**config.mk**
```make
export PLATFORM = sky130hd
export DESIGN_NAME = clipped_alpha_blit_unit_flat
export DESIGN_NICKNAME = d
export VERILOG_FILES = /design/src/hdl/cab_pkg.sv /design/src/hdl/cab_in_if.sv /design/src/hdl/cab_out_if.sv /design/src/hdl/cab_blend.sv /design/src/hdl/clipped_alpha_blit_unit.sv /design/src/flat_wrapper.sv
export VERILOG_INCLUDE_DIRS = /design/src /design/src/hdl
export SDC_FILE = /design/constraint.sdc
export NUM_CORES = 1
export LEC_CHECK = 0
export ABC_AREA = 0
export BUFFER_PORTS_ARGS = -buffer_cell sky130_fd_sc_hd__buf_4
export CAP_MARGIN = 5
export CORE_UTILIZATION = 34
export CTS_CLUSTER_SIZE = 10
export DETAILED_ROUTE_END_ITERATION = 12
export MAX_ROUTING_LAYER = met4
export SYNTH_ARGS = -nofsm -noshare
export SYNTH_HDL_FRONTEND = slang
export SYNTH_SLANG_ARGS = --single-unit
```
**constraint.sdc**
```tcl
create_clock -name clk -period 14.66 [get_ports clk]
set_input_delay 4.398 -clock clk [delete_from_list [all_inputs] [get_ports clk]]
set_output_delay 4.398 -clock clk [all_outputs]
set_load 0.01 [all_outputs]
```
**src/hdl/assert_macros.svh**
```systemverilog
// Assertion macros shared by the blitter RTL.
// Define NO_ASSERTIONS to compile the checks out; no other dependencies.
`ifndef ASSERT_MACROS_SVH
`define ASSERT_MACROS_SVH

`ifndef NO_ASSERTIONS

// Check a property on every rising clock edge outside reset.
`define ASSERT_CLK(label, clk, rst_n, prop) \
  label: assert property (@(posedge clk) disable iff (!rst_n) (prop)) \
    else $error("assertion failed");

// Same check with a message of the caller's choosing.
`define ASSERT_CLK_MSG(label, clk, rst_n, prop, msg) \
  label: assert property (@(posedge clk) disable iff (!rst_n) (prop)) \
    else $error(msg);

`else

`define ASSERT_CLK(label, clk, rst_n, prop)
`define ASSERT_CLK_MSG(label, clk, rst_n, prop, msg)

`endif

`endif

```
**src/hdl/cab_pkg.sv**
```systemverilog
// Shared types and constants of the clipped alpha blitter.
// No dependencies; used by the interfaces, the blend unit and the top level.
package cab_pkg;

  localparam int unsigned CAB_CANVAS_WIDTH  = 1024;
  localparam int unsigned CAB_CANVAS_HEIGHT = 1024;

  localparam int unsigned CAB_CH_W       = 8;
  localparam int unsigned CAB_IDX_W      = 20;
  localparam int unsigned CAB_COORD_W    = 13;
  localparam int unsigned CAB_SPAN_W     = 14;
  localparam int unsigned CAB_COL_W      = 12;
  localparam int unsigned CAB_ROW_W      = 13;
  localparam int unsigned CAB_CFG_IDX_W  = 3;
  localparam int unsigned CAB_CFG_DATA_W = 14;

  localparam logic [CAB_CH_W-1:0] CAB_OPAQUE = 8'd255;

  typedef enum logic [CAB_CFG_IDX_W-1:0] {
    CFG_DEST_X       = 3'd0,
    CFG_DEST_Y       = 3'd1,
    CFG_SOURCE_WIDTH = 3'd2,
    CFG_CLIP_LEFT    = 3'd3,
    CFG_CLIP_TOP     = 3'd4,
    CFG_CLIP_SPAN_X  = 3'd5,
    CFG_CLIP_SPAN_Y  = 3'd6
  } cab_cfg_idx_t;

  typedef logic [CAB_CH_W-1:0] cab_chan_t;

  typedef struct packed {
    cab_chan_t src_red;
    cab_chan_t src_green;
    cab_chan_t src_blue;
    cab_chan_t src_alpha;
    cab_chan_t dst_red;
    cab_chan_t dst_green;
    cab_chan_t dst_blue;
  } cab_pix_t;

endpackage

```
**src/hdl/cab_in_if.sv**
```systemverilog
// Input channel of the blitter: source RGBA plus canvas RGB per transaction.
// Depends on cab_pkg.
interface cab_in_if
  import cab_pkg::*;
();
  logic      valid;
  logic      ready;
  cab_chan_t src_red;
  cab_chan_t src_green;
  cab_chan_t src_blue;
  cab_chan_t src_alpha;
  cab_chan_t dst_red;
  cab_chan_t dst_green;
  cab_chan_t dst_blue;
  logic      last_pixel;

  modport source (
    output valid, src_red, src_green, src_blue, src_alpha,
           dst_red, dst_green, dst_blue, last_pixel,
    input  ready
  );
  modport sink (
    input  valid, src_red, src_green, src_blue, src_alpha,
           dst_red, dst_green, dst_blue, last_pixel,
    output ready
  );
endinterface

```
**src/hdl/cab_out_if.sv**
```systemverilog
// Result channel of the blitter: canvas write per transaction.
// Depends on cab_pkg.
interface cab_out_if
  import cab_pkg::*;
();
  logic                 valid;
  logic                 ready;
  logic                 write_enable;
  logic [CAB_IDX_W-1:0] pixel_index;
  cab_chan_t            out_red;
  cab_chan_t            out_green;
  cab_chan_t            out_blue;

  modport source (
    output valid, write_enable, pixel_index, out_red, out_green, out_blue,
    input  ready
  );
  modport sink (
    input  valid, write_enable, pixel_index, out_red, out_green, out_blue,
    output ready
  );
endinterface

```
**src/hdl/cab_blend.sv**
```systemverilog
// One color channel of the alpha blend: copy when opaque, else
// (src*a + dst*(255-a)) / 255 truncated. Depends on cab_pkg.
module cab_blend
  import cab_pkg::*;
(
  input  cab_chan_t src,
  input  cab_chan_t dst,
  input  cab_chan_t alpha,
  output cab_chan_t result
);

  logic [15:0] src_term;
  logic [15:0] dst_term;
  logic [15:0] mix;
  logic [16:0] quot_pre;

  assign src_term = 16'(src) * 16'(alpha);
  assign dst_term = 16'(dst) * 16'(CAB_OPAQUE - alpha);
  // Sum tops out at 255*255, so it fits 16 bits.
  assign mix      = src_term + dst_term;
  // Exact divide by 255 for any sum up to 255*255.
  assign quot_pre = 17'(mix) + 17'd1 + 17'(mix[15:8]);

  assign result = (alpha == CAB_OPAQUE) ? src : quot_pre[15:8];

endmodule

```
**src/hdl/clipped_alpha_blit_unit.sv**
```systemverilog
// Top level of the clipped alpha blitter: counters, clip test, blend, index.
// Depends on cab_pkg, cab_in_if, cab_out_if, cab_blend and assert_macros.svh.
//
//   port      | direction | content
//   ----------+-----------+----------------------------------------------
//   in_px     | sink      | source RGBA, canvas RGB, last_pixel
//   out_px    | source    | write_enable, pixel_index, out RGB
//   cfg_*     | input     | write enable, register index, write data
//
// Two register stages: the input stage holds the pixel and its canvas
// coordinates, the output stage holds the finished write. A transaction
// accepted into the input stage moves to the output stage once that stage
// can advance, and its result then shows on out_px; one transaction per
// cycle is sustained while out_px is ready. A stalled output holds and
// back-pressures the input stage only once both stages are full.
// Reset (rst_n low, sync) clears the valid bits and the counters and sets
// the configuration registers to their defaults.
`include "assert_macros.svh"

module clipped_alpha_blit_unit
  import cab_pkg::*;
#(
  parameter int unsigned CANVAS_WIDTH  = CAB_CANVAS_WIDTH,
  parameter int unsigned CANVAS_HEIGHT = CAB_CANVAS_HEIGHT
)(
  input  logic                      clk,
  input  logic                      rst_n,
  cab_in_if.sink                    in_px,
  cab_out_if.source                 out_px,
  input  logic                      cfg_we,
  input  logic [CAB_CFG_IDX_W-1:0]  cfg_index,
  input  logic [CAB_CFG_DATA_W-1:0] cfg_wdata
);

  localparam logic signed [15:0] CanvasW = 16'(CANVAS_WIDTH);
  localparam logic signed [15:0] CanvasH = 16'(CANVAS_HEIGHT);

  // Configuration registers
  logic signed [CAB_COORD_W-1:0] dest_x_r, dest_y_r, clip_left_r, clip_top_r;
  logic [CAB_COORD_W-1:0]        source_width_r;
  logic [CAB_SPAN_W-1:0]         clip_span_x_r, clip_span_y_r;

  always_ff @(posedge clk) begin
    if (!rst_n) begin
      dest_x_r       <= '0;
      dest_y_r       <= '0;
      source_width_r <= 13'd1;
      clip_left_r    <= '0;
      clip_top_r     <= '0;
      clip_span_x_r  <= 14'd8192;
      clip_span_y_r  <= 14'd8192;
    end else if (cfg_we) begin
      case (cfg_index)
        CFG_DEST_X:       dest_x_r       <= cfg_wdata[CAB_COORD_W-1:0];
        CFG_DEST_Y:       dest_y_r       <= cfg_wdata[CAB_COORD_W-1:0];
        CFG_SOURCE_WIDTH: source_width_r <= cfg_wdata[CAB_COORD_W-1:0];
        CFG_CLIP_LEFT:    clip_left_r    <= cfg_wdata[CAB_COORD_W-1:0];
        CFG_CLIP_TOP:     clip_top_r     <= cfg_wdata[CAB_COORD_W-1:0];
        CFG_CLIP_SPAN_X:  clip_span_x_r  <= cfg_wdata;
        CFG_CLIP_SPAN_Y:  clip_span_y_r  <= cfg_wdata;
        default: ;  // drop writes to unused indexes
      endcase
    end
  end

  // Handshake: advance the output stage when empty or drained, the input
  // stage when it is empty or can move forward.
  logic s1_valid_r, out_valid_r;
  logic out_adv, s1_adv, in_fire;

  assign out_adv     = !out_valid_r || out_px.ready;
  assign s1_adv      = !s1_valid_r || out_adv;
  assign in_px.ready = s1_adv;
  assign in_fire     = in_px.valid && in_px.ready;

  // Source position counters, advanced once per accepted transaction.
  logic [CAB_COL_W-1:0] col_r, col_nxt;
  logic [CAB_ROW_W-1:0] row_r, row_nxt;
  logic [CAB_COL_W:0]   col_inc;
  logic                 row_end;

  assign col_inc = {1'b0, col_r} + 13'd1;
  // End the row at source_width or when the column counter would wrap.
  assign row_end = (col_inc >= source_width_r) || col_inc[CAB_COL_W];

  always_comb begin
    col_nxt = col_r;
    row_nxt = row_r;
    if (in_fire) begin
      if (in_px.last_pixel) begin
        col_nxt = '0;
        row_nxt = '0;
      end else if (row_end) begin
        col_nxt = '0;
        row_nxt = row_r + 13'd1;
      end else begin
        col_nxt = col_inc[CAB_COL_W-1:0];
      end
    end
  end

  always_ff @(posedge clk) begin
    if (!rst_n) begin
      col_r <= '0;
      row_r <= '0;
    end else begin
      col_r <= col_nxt;
      row_r <= row_nxt;
    end
  end

  // Input stage: pixel plus canvas coordinates.
  logic signed [14:0] px_nxt, py_nxt;
  logic signed [14:0] s1_px_r, s1_py_r;
  cab_pix_t           s1_pix_r;

  assign px_nxt = 15'(dest_x_r) + $signed({3'b000, col_r});
  assign py_nxt = 15'(dest_y_r) + $signed({2'b00, row_r});

  always_ff @(posedge clk) begin
    if (!rst_n) begin
      s1_valid_r <= 1'b0;
    end else if (s1_adv) begin
      s1_valid_r <= in_px.valid;
    end
  end

  always_ff @(posedge clk) begin
    if (in_fire) begin
      s1_px_r            <= px_nxt;
      s1_py_r            <= py_nxt;
      s1_pix_r.src_red   <= in_px.src_red;
      s1_pix_r.src_green <= in_px.src_green;
      s1_pix_r.src_blue  <= in_px.src_blue;
      s1_pix_r.src_alpha <= in_px.src_alpha;
      s1_pix_r.dst_red   <= in_px.dst_red;
      s1_pix_r.dst_green <= in_px.dst_green;
      s1_pix_r.dst_blue  <= in_px.dst_blue;
    end
  end

  // Clip against canvas and clip rectangle.
  logic signed [15:0] px16, py16, clip_l16, clip_t16, clip_r16, clip_b16;
  logic               inside_x, inside_y, keep;

  assign px16     = 16'(s1_px_r);
  assign py16     = 16'(s1_py_r);
  assign clip_l16 = 16'(clip_left_r);
  assign clip_t16 = 16'(clip_top_r);
  assign clip_r16 = clip_l16 + $signed({2'b00, clip_span_x_r});
  assign clip_b16 = clip_t16 + $signed({2'b00, clip_span_y_r});

  assign inside_x = (px16 >= 16'sd0) && (px16 < CanvasW) &&
                    (px16 >= clip_l16) && (px16 < clip_r16);
  assign inside_y = (py16 >= 16'sd0) && (py16 < CanvasH) &&
                    (py16 >= clip_t16) && (py16 < clip_b16);
  assign keep     = inside_x && inside_y && (s1_pix_r.src_alpha != '0);

  // Canvas index: both coordinates are below 4096 when kept.
  logic [24:0] idx_full;

  assign idx_full = 25'(s1_py_r[11:0]) * 25'(CANVAS_WIDTH) + 25'(s1_px_r[11:0]);

  // Blend, one unit per channel.
  cab_chan_t blend_red, blend_green, blend_blue;

  cab_blend u_blend_red (
    .src(s1_pix_r.src_red), .dst(s1_pix_r.dst_red),
    .alpha(s1_pix_r.src_alpha), .result(blend_red)
  );
  cab_blend u_blend_green (
    .src(s1_pix_r.src_green), .dst(s1_pix_r.dst_green),
    .alpha(s1_pix_r.src_alpha), .result(blend_green)
  );
  cab_blend u_blend_blue (
    .src(s1_pix_r.src_blue), .dst(s1_pix_r.dst_blue),
    .alpha(s1_pix_r.src_alpha), .result(blend_blue)
  );

  // Output stage: zero every field of a dropped pixel.
  logic                 we_r, we_nxt;
  logic [CAB_IDX_W-1:0] idx_r, idx_nxt;
  cab_chan_t            red_r, green_r, blue_r, red_nxt, green_nxt, blue_nxt;

  assign we_nxt    = keep;
  assign idx_nxt   = keep ? idx_full[CAB_IDX_W-1:0] : '0;
  assign red_nxt   = keep ? blend_red   : '0;
  assign green_nxt = keep ? blend_green : '0;
  assign blue_nxt  = keep ? blend_blue  : '0;

  always_ff @(posedge clk) begin
    if (!rst_n) begin
      out_valid_r <= 1'b0;
    end else if (out_adv) begin
      out_valid_r <= s1_valid_r;
    end
  end

  always_ff @(posedge clk) begin
    if (out_adv && s1_valid_r) begin
      we_r    <= we_nxt;
      idx_r   <= idx_nxt;
      red_r   <= red_nxt;
      green_r <= green_nxt;
      blue_r  <= blue_nxt;
    end
  end

  assign out_px.valid        = out_valid_r;
  assign out_px.write_enable = we_r;
  assign out_px.pixel_index  = idx_r;
  assign out_px.out_red      = red_r;
  assign out_px.out_green    = green_r;
  assign out_px.out_blue     = blue_r;

  // A final pixel returns both counters to the origin.
  `ASSERT_CLK(a_last_resets_pos, clk, rst_n,
    in_fire && in_px.last_pixel |=> col_r == '0 && row_r == '0)
  // A dropped pixel carries all-zero fields.
  `ASSERT_CLK_MSG(a_drop_zero, clk, rst_n,
    out_valid_r && !we_r |-> idx_r == '0 && red_r == '0 && green_r == '0 &&
      blue_r == '0, "dropped pixel has nonzero fields")
  // An opaque kept pixel has its red and blue channels copied unchanged.
  `ASSERT_CLK(a_opaque_copy, clk, rst_n,
    out_adv && s1_valid_r && keep && s1_pix_r.src_alpha == CAB_OPAQUE |=>
      red_r == $past(s1_pix_r.src_red) && blue_r == $past(s1_pix_r.src_blue))
  // A full input stage moving on always lands in the output stage.
  `ASSERT_CLK(a_stage_move, clk, rst_n,
    out_adv && s1_valid_r |=> out_valid_r)

endmodule

```
**src/flat_wrapper.sv**
```systemverilog
// flat-port wrapper written by rule: the top's interface ports become plain ports
module clipped_alpha_blit_unit_flat import cab_pkg::*;
#(
  parameter int unsigned CANVAS_WIDTH  = CAB_CANVAS_WIDTH,
  parameter int unsigned CANVAS_HEIGHT = CAB_CANVAS_HEIGHT
)
  (clk, rst_n, cfg_we, cfg_index, cfg_wdata, in_px_valid, in_px_src_red, in_px_src_green, in_px_src_blue, in_px_src_alpha, in_px_dst_red, in_px_dst_green, in_px_dst_blue, in_px_last_pixel, in_px_ready, out_px_valid, out_px_write_enable, out_px_pixel_index, out_px_out_red, out_px_out_green, out_px_out_blue, out_px_ready);
  cab_in_if in_px_i ();
  cab_out_if out_px_i ();
  input  logic clk;
  input  logic rst_n;
  input  logic cfg_we;
  input  logic [CAB_CFG_IDX_W-1:0] cfg_index;
  input  logic [CAB_CFG_DATA_W-1:0] cfg_wdata;
  input wire logic [$bits(in_px_i.valid)-1:0] in_px_valid;
  input wire logic [$bits(in_px_i.src_red)-1:0] in_px_src_red;
  input wire logic [$bits(in_px_i.src_green)-1:0] in_px_src_green;
  input wire logic [$bits(in_px_i.src_blue)-1:0] in_px_src_blue;
  input wire logic [$bits(in_px_i.src_alpha)-1:0] in_px_src_alpha;
  input wire logic [$bits(in_px_i.dst_red)-1:0] in_px_dst_red;
  input wire logic [$bits(in_px_i.dst_green)-1:0] in_px_dst_green;
  input wire logic [$bits(in_px_i.dst_blue)-1:0] in_px_dst_blue;
  input wire logic [$bits(in_px_i.last_pixel)-1:0] in_px_last_pixel;
  output wire logic [$bits(in_px_i.ready)-1:0] in_px_ready;
  output wire logic [$bits(out_px_i.valid)-1:0] out_px_valid;
  output wire logic [$bits(out_px_i.write_enable)-1:0] out_px_write_enable;
  output wire logic [$bits(out_px_i.pixel_index)-1:0] out_px_pixel_index;
  output wire logic [$bits(out_px_i.out_red)-1:0] out_px_out_red;
  output wire logic [$bits(out_px_i.out_green)-1:0] out_px_out_green;
  output wire logic [$bits(out_px_i.out_blue)-1:0] out_px_out_blue;
  input wire logic [$bits(out_px_i.ready)-1:0] out_px_ready;
  assign in_px_i.valid = in_px_valid;
  assign in_px_i.src_red = in_px_src_red;
  assign in_px_i.src_green = in_px_src_green;
  assign in_px_i.src_blue = in_px_src_blue;
  assign in_px_i.src_alpha = in_px_src_alpha;
  assign in_px_i.dst_red = in_px_dst_red;
  assign in_px_i.dst_green = in_px_dst_green;
  assign in_px_i.dst_blue = in_px_dst_blue;
  assign in_px_i.last_pixel = in_px_last_pixel;
  assign in_px_ready = in_px_i.ready;
  assign out_px_valid = out_px_i.valid;
  assign out_px_write_enable = out_px_i.write_enable;
  assign out_px_pixel_index = out_px_i.pixel_index;
  assign out_px_out_red = out_px_i.out_red;
  assign out_px_out_green = out_px_i.out_green;
  assign out_px_out_blue = out_px_i.out_blue;
  assign out_px_i.ready = out_px_ready;
  clipped_alpha_blit_unit #(.CANVAS_WIDTH(CANVAS_WIDTH), .CANVAS_HEIGHT(CANVAS_HEIGHT)) u_core (.clk(clk), .rst_n(rst_n), .in_px(in_px_i), .out_px(out_px_i), .cfg_we(cfg_we), .cfg_index(cfg_index), .cfg_wdata(cfg_wdata));
endmodule
```
==> run_results.csv <==
group,metric,value,unit
sta,setup_viol,0,
floorplanning,start_util,0.344,
setup_path,required,10.26,ns
clock_tree,clock-sinks,250,
grt,grt_antenna_before_repair,6,
synth,netlist_area,27700,sq um
placed_design,pre_cts_slack,5.17,ns
floorplanning,io_pins,126,
placed_design,dp_hpwl,49.8,mm
grt,grt.overflow.total,0,
grt,grt_pass1_vias,20500,
cells_and_area,area_growth,11.5,%
clock_tree,htree_num_levels,2,
cells_and_area,finish.net_count,3801,
cells_and_area,seq_area,6310,sq um
synth,ys_ff_latch,250,
floorplanning,die_w,288,um
synth,syn_avg_cell_area,9.25,sq um
synth,synth_edf_count,130,
setup_path,crit_fanout,4,
cells_and_area,drive_gt1_frac,0.0749,
clock_tree,clk_pin_slew,0.05,ns
sta,fin_crit_sh,0.647,
sta,drv_slew,0,
drt,viasPerCell,4.77,
setup_path,startpoint_type,"input pin",
drt,route.detailed.drc,12,
floorplanning,die_area,82700,sq um
clock_tree,cts_setup_buffers,0,
grt,grt_first_pass_wirelength,108,mm
sta,timing.final.ws_setup,5.18,ns
clock_tree,cts_buffer_depth,3,
synth,async_flop_share,0,
flow_run,max-cap-violations,0,
grt,grt_max_degree,69,
setup_path,crit_type,"in2out",
sta,finalCriticalPeriod,9.48,ns
grt,grt_use_total,0.170,
sta,rsz0062_at_grt,"false",
drt,ant_nets,0,
floorplanning,rows,104,
clock_tree,numCtsBuffers,35,
cells_and_area,fill_cells,8271,
drt,drt_iter0_drc,858,
clock_tree,cts_hold_buf,0,
sta,tns,0,ns
drt,dr.pass1.iters,9,
sta,skew,0.0146,ns
drt,routed_wl,66.4,mm
cells_and_area,final_cell_mix,"inv_1 (526), nand2_1 (351), ha_1 (344)",
drt,vias,19900,
run_status,violations,"DRC",
synth,yosysSeqAreaShare,0.227,
clock_tree,clk_latency,0.56,ns
synth,yosysWarnings,0,
synth,netlist_instances,3000,
worst_hold_path,hold_path_class,"reg2reg",
sta,relSlewSlack,0.233,
run_status,outcome,"finished, violations left",
cells_and_area,layout_commonest_cell,"inv_1",
floorplanning,coreArea,80700,sq um
placed_design,routabilityCongestion,0.815,
clock_tree,cts_tree,"done",
setup_path,crit_path_end_kind,"output port",
clock_tree,clock-root-buffer,"clkbuf_16",
drt,wire_per_inst,15.9,um
clock_tree,cts_resized,0,
sta,hold_viol_final,0,
cells_and_area,multi_input_area,19100,sq um
synth,yosys.cell_types.count,85,
sta,max_slew.worst_pin.slew,1.15,ns
floorplanning,fp.dieH,288,um
synth,ys.flop_type,"edfxtp_1",
placed_design,port_buffers,125,
sta,fmax,105,MHz
setup_path,crit_arrival,5.08,ns
==> per-stage QoR <==
step / instance area [sq um] / util / hold slack [ns] / std cells
after floorplan: 27700 / - / 0.443 / 3002
after global placement: 29800 / 0.369 / 0.452 / 4109
after detailed placement: 29800 / 0.369 / 0.458 / 4109
after CTS: 30900 / 0.383 / 0.466 / 4172
after global routing: 30900 / 0.383 / 0.487 / 4177
final: 30900 / 0.383 / 0.462 / 4177
==> state kept, by name, summed over array words and instances, names as in the netlist <==
signal	cells
u_core.clip_left_r	13
u_core.dest_y_r	13
u_core.col_r	12
u_core.clip_span_x_r	14
u_core.out_px.out_blue	8
u_core.dest_x_r	13
u_core.out_px.out_green	8
u_core.clip_span_y_r	14
u_core.out_px.pixel_index	20
u_core.out_px.write_enable	1
u_core.clip_top_r	13
u_core.s1_py_r	15
u_core.s1_valid_r	1
u_core.source_width_r	13
u_core.row_r	13
u_core.s1_pix_r	56
u_core.s1_px_r	14
u_core.out_px.out_red	8
u_core.out_px.valid	1
==> Yosys cell counts (4+ instances only) <==
cell       number  area share
a2111oi_0       5      0.0016
a211oi_1       31      0.0084
a21boi_0       95       0.026
a21o_1         38       0.010
a21oi_1        91       0.016
and2_1        109       0.025
and3_1         21      0.0047
buf_1          11      0.0015
clkbuf_1       79       0.011
dfxtp_1       120       0.087
edfxtp_1      130        0.14
fa_1          292        0.21
ha_1          344        0.16
inv_1         527       0.071
mux2i_1         6      0.0022
nand2_1       351       0.047
nand2b_1       88       0.020
nand3_1        47      0.0085
nand3b_1        5      0.0014
nand4_1        17      0.0038
nand4b_1       10      0.0032
nor2_1        105       0.014
nor2b_1       135       0.030
nor3_1         19      0.0034
nor3b_1         6      0.0016
nor4_1          6      0.0014
o2111ai_1       4      0.0013
o211ai_1        9      0.0024
o21a_1         16      0.0043
o21ai_0        48      0.0087
o21bai_1       11      0.0030
o31a_1          6      0.0019
or2_2           4     0.00090
or3_1           7      0.0016
xnor2_1        84       0.027
xor2_1         57       0.018
==> final timing paths <==
path         slack, ns                             startpoint                                      end  cells past startpoint
max               5.18                           out_px_ready                              in_px_ready                      4
min               0.46  u_core.source_width_r[9]$_SDFFE_PN0P_    u_core.source_width_r[9]$_SDFFE_PN0P_                      2
max reg2reg       6.73          u_core.s1_pix_r[25]$_DFFE_PP_  u_core.out_px.out_blue[7]$_SDFFCE_PN0P_                     25
min reg2reg       0.46  u_core.source_width_r[9]$_SDFFE_PN0P_    u_core.source_width_r[9]$_SDFFE_PN0P_                      2
==> worst max-delay path, stage by stage <==
cell     delay (ns)
buf_4          0.11
nor2b_1        0.30
nand2_1        0.12
buf_4          0.16
==> per-layer routing <==
metal | up-vias | GRT usage | wire length (um)
met5 | - | - | 0
met4 | 0 | 0.0411 | 1600
met3 | 96 | 0.0257 | 2940
met2 | 296 | 0.286 | 31900
met1 | 9712 | 0.213 | 29900
li1 | 9825 | - | -
==> layout make-up <==
class / count / area share
clock buffer: 53 / 0.0328
tap: 1060 / 0.0429
timing repair buffer: 141 / 0.0342
multi-input combinational: 2131 / 0.618
sequential: 250 / 0.204
antenna: 5 / 0.000405
clock inverter: 10 / 0.00384
inverter: 527 / 0.0640
==> cells by family after synthesis <==
| family | synth area share |
|---|---|
| flops | 0.227 |
| buf+inv | 0.0848 |
| other cells | 0.000135 |
| compound gates | 0.101 |
| mux | 0.00257 |
| fa+ha+maj | 0.366 |
| simple gates | 0.172 |
| xor+xnor | 0.0462 |
Power is left out: the tool's default activity adds up to more than one toggle a clock period on the data nets, which glitch-free logic cannot reach.
